$ cat config.mk
export PLATFORM = sky130hd
export DESIGN_NAME = infix_arith_expr_evaluator_core
export DESIGN_NICKNAME = d
export VERILOG_FILES = /design/src/rtl/iaee_pkg.sv /design/src/rtl/iaee_serial_unit.sv /design/src/rtl/infix_arith_expr_evaluator_core.sv
export SDC_FILE = /design/constraint.sdc
export NUM_CORES = 2
export LEC_CHECK = 0
export BUFFER_PORTS_ARGS = -buffer_cell sky130_fd_sc_hd__clkbuf_2
export CELL_PAD_IN_SITES_DETAIL_PLACEMENT = 1
export CELL_PAD_IN_SITES_GLOBAL_PLACEMENT = 2
export CORE_ASPECT_RATIO = 1.5
export CORE_MARGIN = 4
export CORE_UTILIZATION = 30
export CTS_BUF_LIST = sky130_fd_sc_hd__clkbuf_2
export DETAILED_ROUTE_END_ITERATION = 12
export PLACE_DENSITY_LB_ADDON = 0.05
export SETUP_SLACK_MARGIN = 0.02
export SYNTH_ARGS = -nofsm -noshare
export SYNTH_HDL_FRONTEND = slang
export SYNTH_SLANG_ARGS = --single-unit
$ cat constraint.sdc
create_clock -name clk -period 12.9 [get_ports clk]
set_clock_uncertainty 0.1 [all_clocks]
set_input_delay 0.645 -clock clk [delete_from_list [all_inputs] [get_ports clk]]
set_output_delay 0.645 -clock clk [all_outputs]
set_load 0.1 [all_outputs]
$ cat src/rtl/iaee_pkg.sv
`default_nettype none
package iaee_pkg;

  localparam int OPND_W = 48;
  localparam int OUT_W  = 64;

  localparam logic signed [OPND_W-1:0] OPND_MAX = {1'b0, {(OPND_W-1){1'b1}}};
  localparam logic signed [OPND_W-1:0] OPND_MIN = {1'b1, {(OPND_W-1){1'b0}}};

  localparam logic [7:0] CH_PLUS  = 8'h2B;
  localparam logic [7:0] CH_MINUS = 8'h2D;
  localparam logic [7:0] CH_MUL   = 8'h2A;
  localparam logic [7:0] CH_DIV   = 8'h2F;

  localparam logic signed [8:0] DIGIT_BASE = 9'sd48;

  typedef enum logic [1:0] {
    OP_START = 2'd0,
    OP_MUL   = 2'd1,
    OP_DIV   = 2'd2
  } term_op_t;

  typedef enum logic [2:0] {
    ST_IDLE,
    ST_OPND,
    ST_RUN,
    ST_TERM,
    ST_EMIT
  } state_t;

  typedef enum logic {
    SU_MUL,
    SU_DIV
  } su_mode_t;

  typedef struct packed {
    logic     start;
    su_mode_t mode;
    logic     neg;
  } su_ctrl_t;

  typedef struct packed {
    logic done;
    logic clamp;
  } su_stat_t;

endpackage
`default_nettype wire

$ cat src/rtl/iaee_serial_unit.sv
`default_nettype none
module iaee_serial_unit import iaee_pkg::*; #(
  parameter int VALUE_WIDTH = 64
) (
  input  logic                          clk,
  input  logic                          rst,
  input  su_ctrl_t                      ctrl,
  input  logic [VALUE_WIDTH-1:0]        mt,
  input  logic [OPND_W-1:0]             mn,
  output su_stat_t                      stat,
  output logic signed [VALUE_WIDTH-1:0] term
);

  localparam int AW = (VALUE_WIDTH > OPND_W) ? VALUE_WIDTH + 1 : OPND_W + 1;
  localparam int NW = ((VALUE_WIDTH > OPND_W - 1) ? VALUE_WIDTH : OPND_W - 1) + 1;
  localparam int MW = (AW > NW) ? AW : NW;
  localparam int CW = $clog2(NW + 1);

  logic                   busy;
  logic                   done;
  logic [CW-1:0]          cnt;
  su_mode_t               mode;
  logic                   neg;
  logic                   ovf;
  logic [NW-1:0]          sr;
  logic [AW-1:0]          acc;
  logic [VALUE_WIDTH-1:0] mt_r;
  logic [OPND_W-1:0]      mn_r;

  logic [AW-1:0]          bound_a;
  logic [AW-1:0]          mul_sum;
  logic                   mul_over;
  logic [AW-1:0]          rem_sh;
  logic [AW-1:0]          rem_sub;
  logic                   rem_ge;
  logic [MW-1:0]          mag_w;
  logic [MW-1:0]          bound_w;
  logic [MW-1:0]          sat_w;
  logic                   over;
  logic [VALUE_WIDTH-1:0] low;

  // Multiply runs MSB first over the operand bits, divide is restoring with one
  // quotient bit shifted into the dividend register per cycle.
  always_comb begin
    bound_a  = (AW'(1) << (VALUE_WIDTH - 1)) - AW'(!neg);
    mul_sum  = {acc[AW-2:0], 1'b0} + AW'(sr[NW-1] ? mt_r : '0);
    mul_over = mul_sum > bound_a;
    rem_sh   = {acc[AW-2:0], sr[NW-1]};
    rem_ge   = rem_sh >= AW'(mn_r);
    rem_sub  = rem_sh - AW'(mn_r);
  end

  always_ff @(posedge clk) begin
    if (rst) begin
      busy <= 1'b0;
      done <= 1'b0;
      cnt  <= '0;
    end else begin
      done <= !ctrl.start && busy && (cnt == CW'(1));
      if (ctrl.start) begin
        busy <= 1'b1;
        cnt  <= (ctrl.mode == SU_MUL) ? CW'(OPND_W) : CW'(NW);
      end else if (busy) begin
        cnt <= cnt - CW'(1);
        if (cnt == CW'(1)) begin
          busy <= 1'b0;
        end
      end
    end
  end

  always_ff @(posedge clk) begin
    if (ctrl.start) begin
      mode <= ctrl.mode;
      neg  <= ctrl.neg;
      acc  <= '0;
      ovf  <= 1'b0;
      mt_r <= mt;
      mn_r <= mn;
      if (ctrl.mode == SU_MUL) begin
        sr <= NW'(mn) << (NW - OPND_W);
      end else begin
        sr <= NW'(mt) + NW'(mn >> 1);
      end
    end else if (busy) begin
      unique case (mode)
        SU_MUL: begin
          sr <= sr << 1;
          if (mul_over) begin
            acc <= bound_a;
            ovf <= 1'b1;
          end else begin
            acc <= mul_sum;
          end
        end
        SU_DIV: begin
          sr  <= {sr[NW-2:0], rem_ge};
          acc <= rem_ge ? rem_sub : rem_sh;
        end
      endcase
    end
  end

  always_comb begin
    mag_w   = (mode == SU_MUL) ? MW'(acc) : MW'(sr);
    bound_w = (MW'(1) << (VALUE_WIDTH - 1)) - MW'(!neg);
    over    = ((mode == SU_MUL) && ovf) || (mag_w > bound_w);
    sat_w   = over ? bound_w : mag_w;
    low     = sat_w[VALUE_WIDTH-1:0];
    term    = neg ? -low : low;
    stat.done  = done;
    stat.clamp = over;
  end

endmodule
`default_nettype wire

$ cat src/rtl/infix_arith_expr_evaluator_core.sv
// Evaluates an infix expression of + - * / fed one byte per transfer, with * and
// / binding tighter than + and -, and returns one signed fixed-point value with
// FRAC_BITS fraction bits plus the divide-by-zero and saturation flags after the
// byte marked last_char. Bytes that are not operators add a digit of value byte
// minus 48 to the operand. A digit byte is taken in the idle state. An operator
// byte closes the operand, through the shared multiply/divide unit when it closes
// a multiply or a divide by a nonzero operand, and a + or - byte then closes the
// term; the last byte adds one more operand close, a term close and the load of
// the result register. The multiply/divide unit handles one operand bit or one
// quotient bit per cycle. The result register lets the next expression start
// while a result still waits to be taken.
`default_nettype none
module infix_arith_expr_evaluator_core import iaee_pkg::*; #(
  parameter int FRAC_BITS   = 16,
  parameter int VALUE_WIDTH = 64
) (
  input  logic                    clk,
  input  logic                    rst,
  input  logic                    char_valid,
  output logic                    char_stall,
  input  logic [7:0]              char_code,
  input  logic                    last_char,
  output logic                    result_valid,
  input  logic                    result_stall,
  output logic signed [OUT_W-1:0] value,
  output logic                    div_by_zero,
  output logic                    saturated
);

  localparam int DSUM_W = OPND_W + 5;
  localparam int SW     = OPND_W + FRAC_BITS;
  localparam int CMPW   = (SW > VALUE_WIDTH) ? SW : VALUE_WIDTH;
  localparam int SUMW   = VALUE_WIDTH + 1;

  localparam logic signed [VALUE_WIDTH-1:0] VMAX = {1'b0, {(VALUE_WIDTH-1){1'b1}}};
  localparam logic signed [VALUE_WIDTH-1:0] VMIN = {1'b1, {(VALUE_WIDTH-1){1'b0}}};

  state_t state, state_next;

  logic signed [OPND_W-1:0]      opnd;
  logic signed [VALUE_WIDTH-1:0] term;
  logic signed [VALUE_WIDTH-1:0] sum;
  term_op_t                      pend_op;
  logic                          pend_minus;
  logic                          zero_seen;
  logic                          clamp_seen;
  logic                          last_r;
  logic                          kind_addsub;
  logic                          kind_minus;
  logic                          kind_div;
  logic                          fin;

  logic                          accept;
  logic                          in_addsub;
  logic                          in_muldiv;
  logic                          in_digit;
  logic                          out_free;
  logic                          direct;
  logic                          zdiv;
  logic                          to_term;
  logic                          opnd_done;
  logic                          term_done;
  logic                          set_fin;
  logic                          emit_load;

  logic signed [8:0]             dval;
  logic signed [DSUM_W-1:0]      opnd_x;
  logic signed [DSUM_W-1:0]      dig_sum;
  logic [DSUM_W-OPND_W:0]        dig_top;
  logic                          dig_over;
  logic signed [OPND_W-1:0]      dig_val;

  logic                          opnd_neg;
  logic [OPND_W-1:0]             mn;
  logic [VALUE_WIDTH-1:0]        mt;
  logic [CMPW-1:0]               st_mag;
  logic [CMPW-1:0]               st_bound;
  logic [CMPW-1:0]               st_sat;
  logic                          st_over;
  logic [VALUE_WIDTH-1:0]        st_low;
  logic signed [VALUE_WIDTH-1:0] st_term;

  logic signed [VALUE_WIDTH-1:0] opnd_term;
  logic                          opnd_clamp;

  logic signed [SUMW-1:0]        sum_x;
  logic                          sum_over;
  logic signed [VALUE_WIDTH-1:0] sum_new;

  su_ctrl_t                      su_ctrl;
  su_stat_t                      su_stat;
  logic signed [VALUE_WIDTH-1:0] su_term;

  assign in_addsub = (char_code == CH_PLUS) || (char_code == CH_MINUS);
  assign in_muldiv = (char_code == CH_MUL) || (char_code == CH_DIV);
  assign in_digit  = !in_addsub && !in_muldiv;
  assign accept    = char_valid && !char_stall;
  assign out_free  = !result_valid || !result_stall;

  always_comb begin
    dval     = $signed({1'b0, char_code}) - DIGIT_BASE;
    opnd_x   = DSUM_W'(opnd);
    dig_sum  = (opnd_x <<< 3) + (opnd_x <<< 1) + DSUM_W'(dval);
    dig_top  = dig_sum[DSUM_W-1:OPND_W-1];
    dig_over = !((&dig_top) || !(|dig_top));
    if (dig_over) begin
      dig_val = dig_sum[DSUM_W-1] ? OPND_MIN : OPND_MAX;
    end else begin
      dig_val = dig_sum[OPND_W-1:0];
    end
  end

  always_comb begin
    opnd_neg = opnd[OPND_W-1];
    mn       = opnd_neg ? -opnd : opnd;
    mt       = term[VALUE_WIDTH-1] ? -term : term;
    st_mag   = CMPW'(mn) << FRAC_BITS;
    st_bound = (CMPW'(1) << (VALUE_WIDTH - 1)) - CMPW'(!opnd_neg);
    st_over  = st_mag > st_bound;
    st_sat   = st_over ? st_bound : st_mag;
    st_low   = st_sat[VALUE_WIDTH-1:0];
    st_term  = opnd_neg ? -st_low : st_low;
  end

  assign zdiv   = (pend_op == OP_DIV) && (mn == '0);
  assign direct = !((pend_op == OP_MUL) || ((pend_op == OP_DIV) && (mn != '0)));

  always_comb begin
    if (state == ST_RUN) begin
      opnd_term  = su_term;
      opnd_clamp = su_stat.clamp;
    end else if (zdiv) begin
      opnd_term  = '0;
      opnd_clamp = 1'b0;
    end else begin
      opnd_term  = st_term;
      opnd_clamp = st_over;
    end
  end

  always_comb begin
    sum_x    = pend_minus ? (SUMW'(sum) - SUMW'(term)) : (SUMW'(sum) + SUMW'(term));
    sum_over = sum_x[SUMW-1] != sum_x[SUMW-2];
    if (sum_over) begin
      sum_new = sum_x[SUMW-1] ? VMIN : VMAX;
    end else begin
      sum_new = sum_x[VALUE_WIDTH-1:0];
    end
  end

  assign to_term = fin || kind_addsub;

  always_comb begin
    state_next = state;
    unique case (state)
      ST_IDLE: begin
        if (accept && (!in_digit || last_char)) begin
          state_next = ST_OPND;
        end
      end
      ST_OPND: begin
        if (!direct) begin
          state_next = ST_RUN;
        end else if (to_term) begin
          state_next = ST_TERM;
        end else begin
          state_next = last_r ? ST_OPND : ST_IDLE;
        end
      end
      ST_RUN: begin
        if (su_stat.done) begin
          if (to_term) begin
            state_next = ST_TERM;
          end else begin
            state_next = last_r ? ST_OPND : ST_IDLE;
          end
        end
      end
      ST_TERM: begin
        if (fin) begin
          state_next = ST_EMIT;
        end else begin
          state_next = last_r ? ST_OPND : ST_IDLE;
        end
      end
      ST_EMIT: begin
        if (out_free) begin
          state_next = ST_IDLE;
        end
      end
      default: state_next = ST_IDLE;
    endcase
  end

  always_comb begin
    char_stall    = 1'b1;
    su_ctrl.start = 1'b0;
    su_ctrl.mode  = (pend_op == OP_DIV) ? SU_DIV : SU_MUL;
    su_ctrl.neg   = term[VALUE_WIDTH-1] ^ opnd_neg;
    opnd_done     = 1'b0;
    term_done     = 1'b0;
    emit_load     = 1'b0;
    unique case (state)
      ST_IDLE: char_stall = 1'b0;
      ST_OPND: begin
        su_ctrl.start = !direct;
        opnd_done     = direct;
      end
      ST_RUN:  opnd_done = su_stat.done;
      ST_TERM: term_done = 1'b1;
      ST_EMIT: emit_load = out_free;
      default: char_stall = 1'b1;
    endcase
    set_fin = (opnd_done && !to_term && last_r) || (term_done && !fin && last_r);
  end

  always_ff @(posedge clk) begin
    if (rst) begin
      state <= ST_IDLE;
    end else begin
      state <= state_next;
    end
  end

  always_ff @(posedge clk) begin
    if (rst) begin
      opnd        <= '0;
      term        <= '0;
      sum         <= '0;
      pend_op     <= OP_START;
      pend_minus  <= 1'b0;
      zero_seen   <= 1'b0;
      clamp_seen  <= 1'b0;
      fin         <= 1'b0;
      last_r      <= 1'b0;
      kind_addsub <= 1'b0;
      kind_minus  <= 1'b0;
      kind_div    <= 1'b0;
    end else begin
      if (accept) begin
        last_r      <= last_char;
        kind_addsub <= in_addsub;
        kind_minus  <= char_code == CH_MINUS;
        kind_div    <= char_code == CH_DIV;
        fin         <= in_digit && last_char;
        if (in_digit) begin
          opnd <= dig_val;
          if (dig_over) begin
            clamp_seen <= 1'b1;
          end
        end
      end
      if (opnd_done) begin
        opnd <= '0;
        term <= opnd_term;
        if (opnd_clamp) begin
          clamp_seen <= 1'b1;
        end
        if ((state == ST_OPND) && zdiv) begin
          zero_seen <= 1'b1;
        end
        if (!to_term) begin
          pend_op <= kind_div ? OP_DIV : OP_MUL;
        end
      end
      if (term_done) begin
        sum  <= sum_new;
        term <= '0;
        if (sum_over) begin
          clamp_seen <= 1'b1;
        end
        if (!fin) begin
          pend_minus <= kind_minus;
          pend_op    <= OP_START;
        end
      end
      if (set_fin) begin
        fin <= 1'b1;
      end
      if (emit_load) begin
        opnd       <= '0;
        term       <= '0;
        sum        <= '0;
        pend_op    <= OP_START;
        pend_minus <= 1'b0;
        zero_seen  <= 1'b0;
        clamp_seen <= 1'b0;
        fin        <= 1'b0;
      end
    end
  end

  always_ff @(posedge clk) begin
    if (rst) begin
      result_valid <= 1'b0;
    end else if (emit_load) begin
      result_valid <= 1'b1;
    end else if (!result_stall) begin
      result_valid <= 1'b0;
    end
  end

  always_ff @(posedge clk) begin
    if (emit_load) begin
      value       <= zero_seen ? '0 : OUT_W'(sum);
      div_by_zero <= zero_seen;
      saturated   <= clamp_seen;
    end
  end

  iaee_serial_unit #(
    .VALUE_WIDTH (VALUE_WIDTH)
  ) u_serial (
    .clk  (clk),
    .rst  (rst),
    .ctrl (su_ctrl),
    .mt   (mt),
    .mn   (mn),
    .stat (su_stat),
    .term (su_term)
  );

endmodule
`default_nettype wire

==> results by stage <==
Status:
- The flow ran to the end, and the final reports show no timing, DRC or antenna violations.

Timing:
- Hold is met by approximately 0.24 ns.
- Measured against its own limit, the worst slew margin works out to around 4.3%.
- The number of failing setup endpoints in the final timing report is 0.
- The summed negative setup slack over all endpoints is 0 ns.
- The number of slew-limit violations in the final report is 0.
- The final period demand of the worst path is roughly 9.6 ns.
- Setup repair after global routing left no endpoint under its margin.
- Of the available clock period, the critical path in the final layout requires 74.7%.
- The count of final hold-check violations came to 0.
- The maximum clock frequency is just over 0.1 GHz.
- The worst-margin pin slew is roughly 1.4 ns.

Floorplan:
- The die covers 178000 um^2.
- The region available for standard cell placement spans around 170000 um^2.
- The initial utilization of the core area, before any placement, comes to between 30% and 40%.
- The overall die width is between 300 and 400 um.
- The floorplan step set the die height to 514 um.
- The number of ports placed on the die boundary is a little over 80.
- The number of cell rows is approximately 190.

Clock network:
- The buffers inserted during post-CTS setup optimization is 0.
- The clock root buffer is sky130_fd_sc_hd__clkbuf_2.
- Buffers inserted during clock tree synthesis total between 150 and 200.
- The level count of the clock H-tree is 4.
- The number of buffers on the longest clock path is 3.
- After clock tree synthesis, the clock-pin slew on the worst setup and hold paths is approximately 0.12 ns.
- The number of buffers inserted by hold repair at cts is 35.
- The CTS tree is built.
- After clock tree synthesis, the repair step resized 0 gates.
- For this design, the sink count on the clock tree is a little over 500.
- The worst-skew pair later-pin latency is about 1.7 ns.

Synth:
- Each instance of the synthesized netlist takes up on average approximately 8 um^2.
- The cell area that synthesis handed to floorplanning was ~51000 um^2.
- The synthesized netlist net count is 6871.
- Counting flops and latches in the post-synthesis netlist gives 510.
- Counting distinct cell types in the post-synthesis netlist gives between 100 and 150.
- The proportion of synthesized chip area in sequential cells is approximately a quarter.
- Yosys attributes the largest share of cell area to sky130_fd_sc_hd__edfxtp_1 (14%), sky130_fd_sc_hd__ha_1 (10%), sky130_fd_sc_hd__dfxtp_1 (10%).
- For this run, the number of Yosys warnings is 0.
- For this run, the leading register cell type out of synthesis is sky130_fd_sc_hd__dfxtp_1.
- The fraction of registers with async set/reset is 0%.
- The most repeated cell in the gate-level netlist after synthesis is sky130_fd_sc_hd__a21oi_1.
- The cell taking the most area after synthesis is sky130_fd_sc_hd__edfxtp_1.
- The area share of the largest cell type after synthesis is 14.4%.
- The post-synthesis cell count is roughly 6400.
- By count the netlist is led by sky130_fd_sc_hd__a21oi_1 (626), sky130_fd_sc_hd__o21ai_0 (510), sky130_fd_sc_hd__nand2_1 (473).
- Yosys mapped a number of flops with a built-in enable equal to about 250.

Global route:
- The maximum number of pins on one net before global-route repair is 130.
- The number of antenna violations at the first check in global routing is 18.
- Global routing finished with a remaining overflow of 0.
- The all-layer global routing usage is between 20% and 30%.
- The number of global-route vias before repair was about 53000.
- The wire length of the first global-routing pass is between 300000 and 400000 um.

Pwr:
- IR analysis of the VDD net gives a maximum drop of 0.143 mV.
- The analysis attributes to cell leakage a power of 22.8 nW.
- The power density over the cells is roughly 180 nW/um^2.

Worst setup path:
- The kind of end point of the critical path is a register.
- Data arrives at the worst endpoint at 11.08 ns.
- For the worst setup path, the data required time is between 10 and 15 ns.
- For flop-to-flop paths, the worst setup slack is 3.26 ns.
- The worst register-to-register path has a depth of 22.
- The worst register-to-register path ends at term[40]$_SDFFE_PP0P_.
- The critical path launch point type is a register.
- The start-to-end type of the worst setup path is register to register.
- The beginning of the worst register-to-register path is u_serial.mode$_DFFE_PP_.
- The critical-path maximum fanout is 30.

Final layout:
- Relative to the synthesized area, the layout overhead comes to 9.17%.
- For this run, the share of the core covered by cells in the final layout is 33.0%.
- The sequential cells in the finished layout cover a total of 12700 um^2.
- The layout filler cell count is around 20000.
- The final net count is between 6000 and 7000.
- The multi-input combinational cells in the finished layout cover a total of around 36000 um^2.
- Of the cells placed in the final design, the portion with a size suffix greater than 1 is around 10%.

Min path:
- The class of the worst hold path is primary input to register.
- The capture endpoint of the worst hold path is opnd[9]$_SDFFE_PP0P_.
- The startpoint identified for the worst hold timing path is char_code[5].
- The worst hold path was traced through 8 stages.

Routing:
- For this run, design rule violations remaining after detail routing come to 0.
- The via total after detailed routing is ~50000.
- The average wire length per cell after detail routing is a little under 30 um.
- In this run the remaining antenna-violating nets after routing total 0.
- After the first detailed-routing iteration, the DRC count stood at 2583.
- The routed design has 259000 um of wire.
- The length of the first detailed-routing pass in iterations is 8.
- The mean number of vias per cell is slightly below 6.

Place:
- The port buffer count is 80.
- The weighted congestion reported at the end of routability-driven placement is 0.986.
- After legalization and detailed placement, the total HPWL measured between 200000 and 250000 um.

Run:
- The tool flagged a number of max-cap violations equal to 0.
[flip-flops by register name, summed over array words and instances, names as in the netlist, 3 cells and up, named ones only]
signal	cells
opnd	48
state	3
sum	64
term	64
u_serial.acc	65
u_serial.cnt	7
u_serial.mn_r	48
u_serial.mt_r	64
u_serial.sr	65
value	64
[area by class of cell]
type	count	share of cell area, %
sequential	510	22.7
multi-input combinational	5249	64.8
clock buffer	205	1.83
antenna	8	0.0358
inverter	246	1.66
timing repair buffer	258	3.30
clock inverter	64	0.707
tap	2244	5.02
[cell families (layout without fill, tap and decap cells)]
kind of cell | Yosys count | in the layout | share of synthesized area (%)
fa+ha+maj | 497 | 497 | 12.8
xor+xnor | 470 | 470 | 8.03
mux | 103 | 103 | 2.10
other cells | 0 | 8 | 0
simple gates | 1980 | 1980 | 19.6
flops | 510 | 510 | 24.7
buf+inv | 621 | 773 | 4.86
compound gates | 2199 | 2199 | 27.9
[routing by layer]
| metal | vias up | GRT usage [%] | part of all wire, % |
|---|---|---|---|
| li1 | 23937 | - | - |
| met1 | 25604 | 31.6 | 40 |
| met2 | 1114 | 50.5 | 50 |
| met3 | 517 | 3.19 | 3.2 |
| met4 | 4 | 18.3 | 7.4 |
| met5 | - | 0 | 0.010 |
[through the flow]
stage	std cells	total power [mW]	area (um^2)	worst slack (ns)
2_1_floorplan	6380	6.11	51200	4.15
4_1_cts	8775	9.88	55900	3.73
5_1_grt	8777	10.5	55900	3.08
3_5_place_dp	8471	8.39	54100	3.88
6_report	8784	9.83	55900	3.26
3_3_place_gp	8471	8.35	54100	4.04
[cells in the final DEF (no fill, tap or decap), drive strengths merged, types with 27 or more instances in the layout]
cell type / count
clkinv: 53
a221oi: 28
mux2: 37
buf: 143
fa: 52
mux2i: 66
a211oi: 109
nand2: 474
a32o: 27
and2: 95
o22ai: 29
or2: 38
inv: 249
ha: 426
nor4: 84
o21bai: 68
nor3: 193
or3: 58
dlygate4sd3: 35
o21ai: 520
o211ai: 79
clkbuf: 285
a21o: 196
edfxtp: 245
o221ai: 30
nand2b: 60
nand3: 176
nand4: 92
a31oi: 74
a21oi: 627
o21a: 59
and3: 51
dfxtp: 265
nor2b: 110
xor2: 148
nor2: 450
o31ai: 53
a22oi: 35
xnor2: 322
[worst max-delay path by stage]
stage | startpoint | endpoint | slack [ns] | cells after the start
after floorplan | u_serial.neg$_DFFE_PP_ | term[38]$_SDFFE_PP0P_ | 4.15 | 25
after global placement | u_serial.sr[64]$_DFFE_PP_ | u_serial.acc[22]$_SDFFE_PP0P_ | 4.04 | 25
after detailed placement | u_serial.sr[64]$_DFFE_PP_ | u_serial.acc[25]$_SDFFE_PP0P_ | 3.88 | 25
after CTS | u_serial.sr[64]$_DFFE_PP_ | u_serial.acc[20]$_SDFFE_PP0P_ | 3.73 | 25
after global routing | u_serial.mode$_DFFE_PP_ | term[60]$_SDFFE_PP0P_ | 3.08 | 21
final | u_serial.mode$_DFFE_PP_ | term[40]$_SDFFE_PP0P_ | 3.26 | 22
[worst max-delay path, stage by stage (launching register included)]
cell,delay (ns)
sky130_fd_sc_hd__edfxtp_1,0.38
sky130_fd_sc_hd__buf_4,0.38
sky130_fd_sc_hd__inv_1,0.10
sky130_fd_sc_hd__a21boi_0,0.95
sky130_fd_sc_hd__inv_1,0.10
sky130_fd_sc_hd__ha_1,0.34
sky130_fd_sc_hd__nand3_1,0.15
sky130_fd_sc_hd__nor4_1,1.16
sky130_fd_sc_hd__nand4_1,0.43
sky130_fd_sc_hd__or4_1,0.59
sky130_fd_sc_hd__o41ai_1,0.92
sky130_fd_sc_hd__a21o_2,0.56
sky130_fd_sc_hd__a21o_1,0.21
sky130_fd_sc_hd__ha_1,0.24
sky130_fd_sc_hd__nand2_1,0.19
sky130_fd_sc_hd__a211oi_2,0.76
sky130_fd_sc_hd__a41oi_1,0.09
sky130_fd_sc_hd__buf_4,0.25
sky130_fd_sc_hd__nor3_1,0.81
sky130_fd_sc_hd__nand4_1,0.22
sky130_fd_sc_hd__mux2i_1,0.21
sky130_fd_sc_hd__a2bb2oi_1,0.17
sky130_fd_sc_hd__a21oi_1,0.08
[report_power, final]
part	total, mW	leakage [nW]	internal [mW]	switching, mW
sequential	2.30	4.33	1.87	0.427
clock	1.41	1.03	0.511	0.903
combinational	6.12	17.5	2.04	4.08
total	9.83	22.8	4.43	5.41
Note: power is estimated with default switching activity, not from simulation.
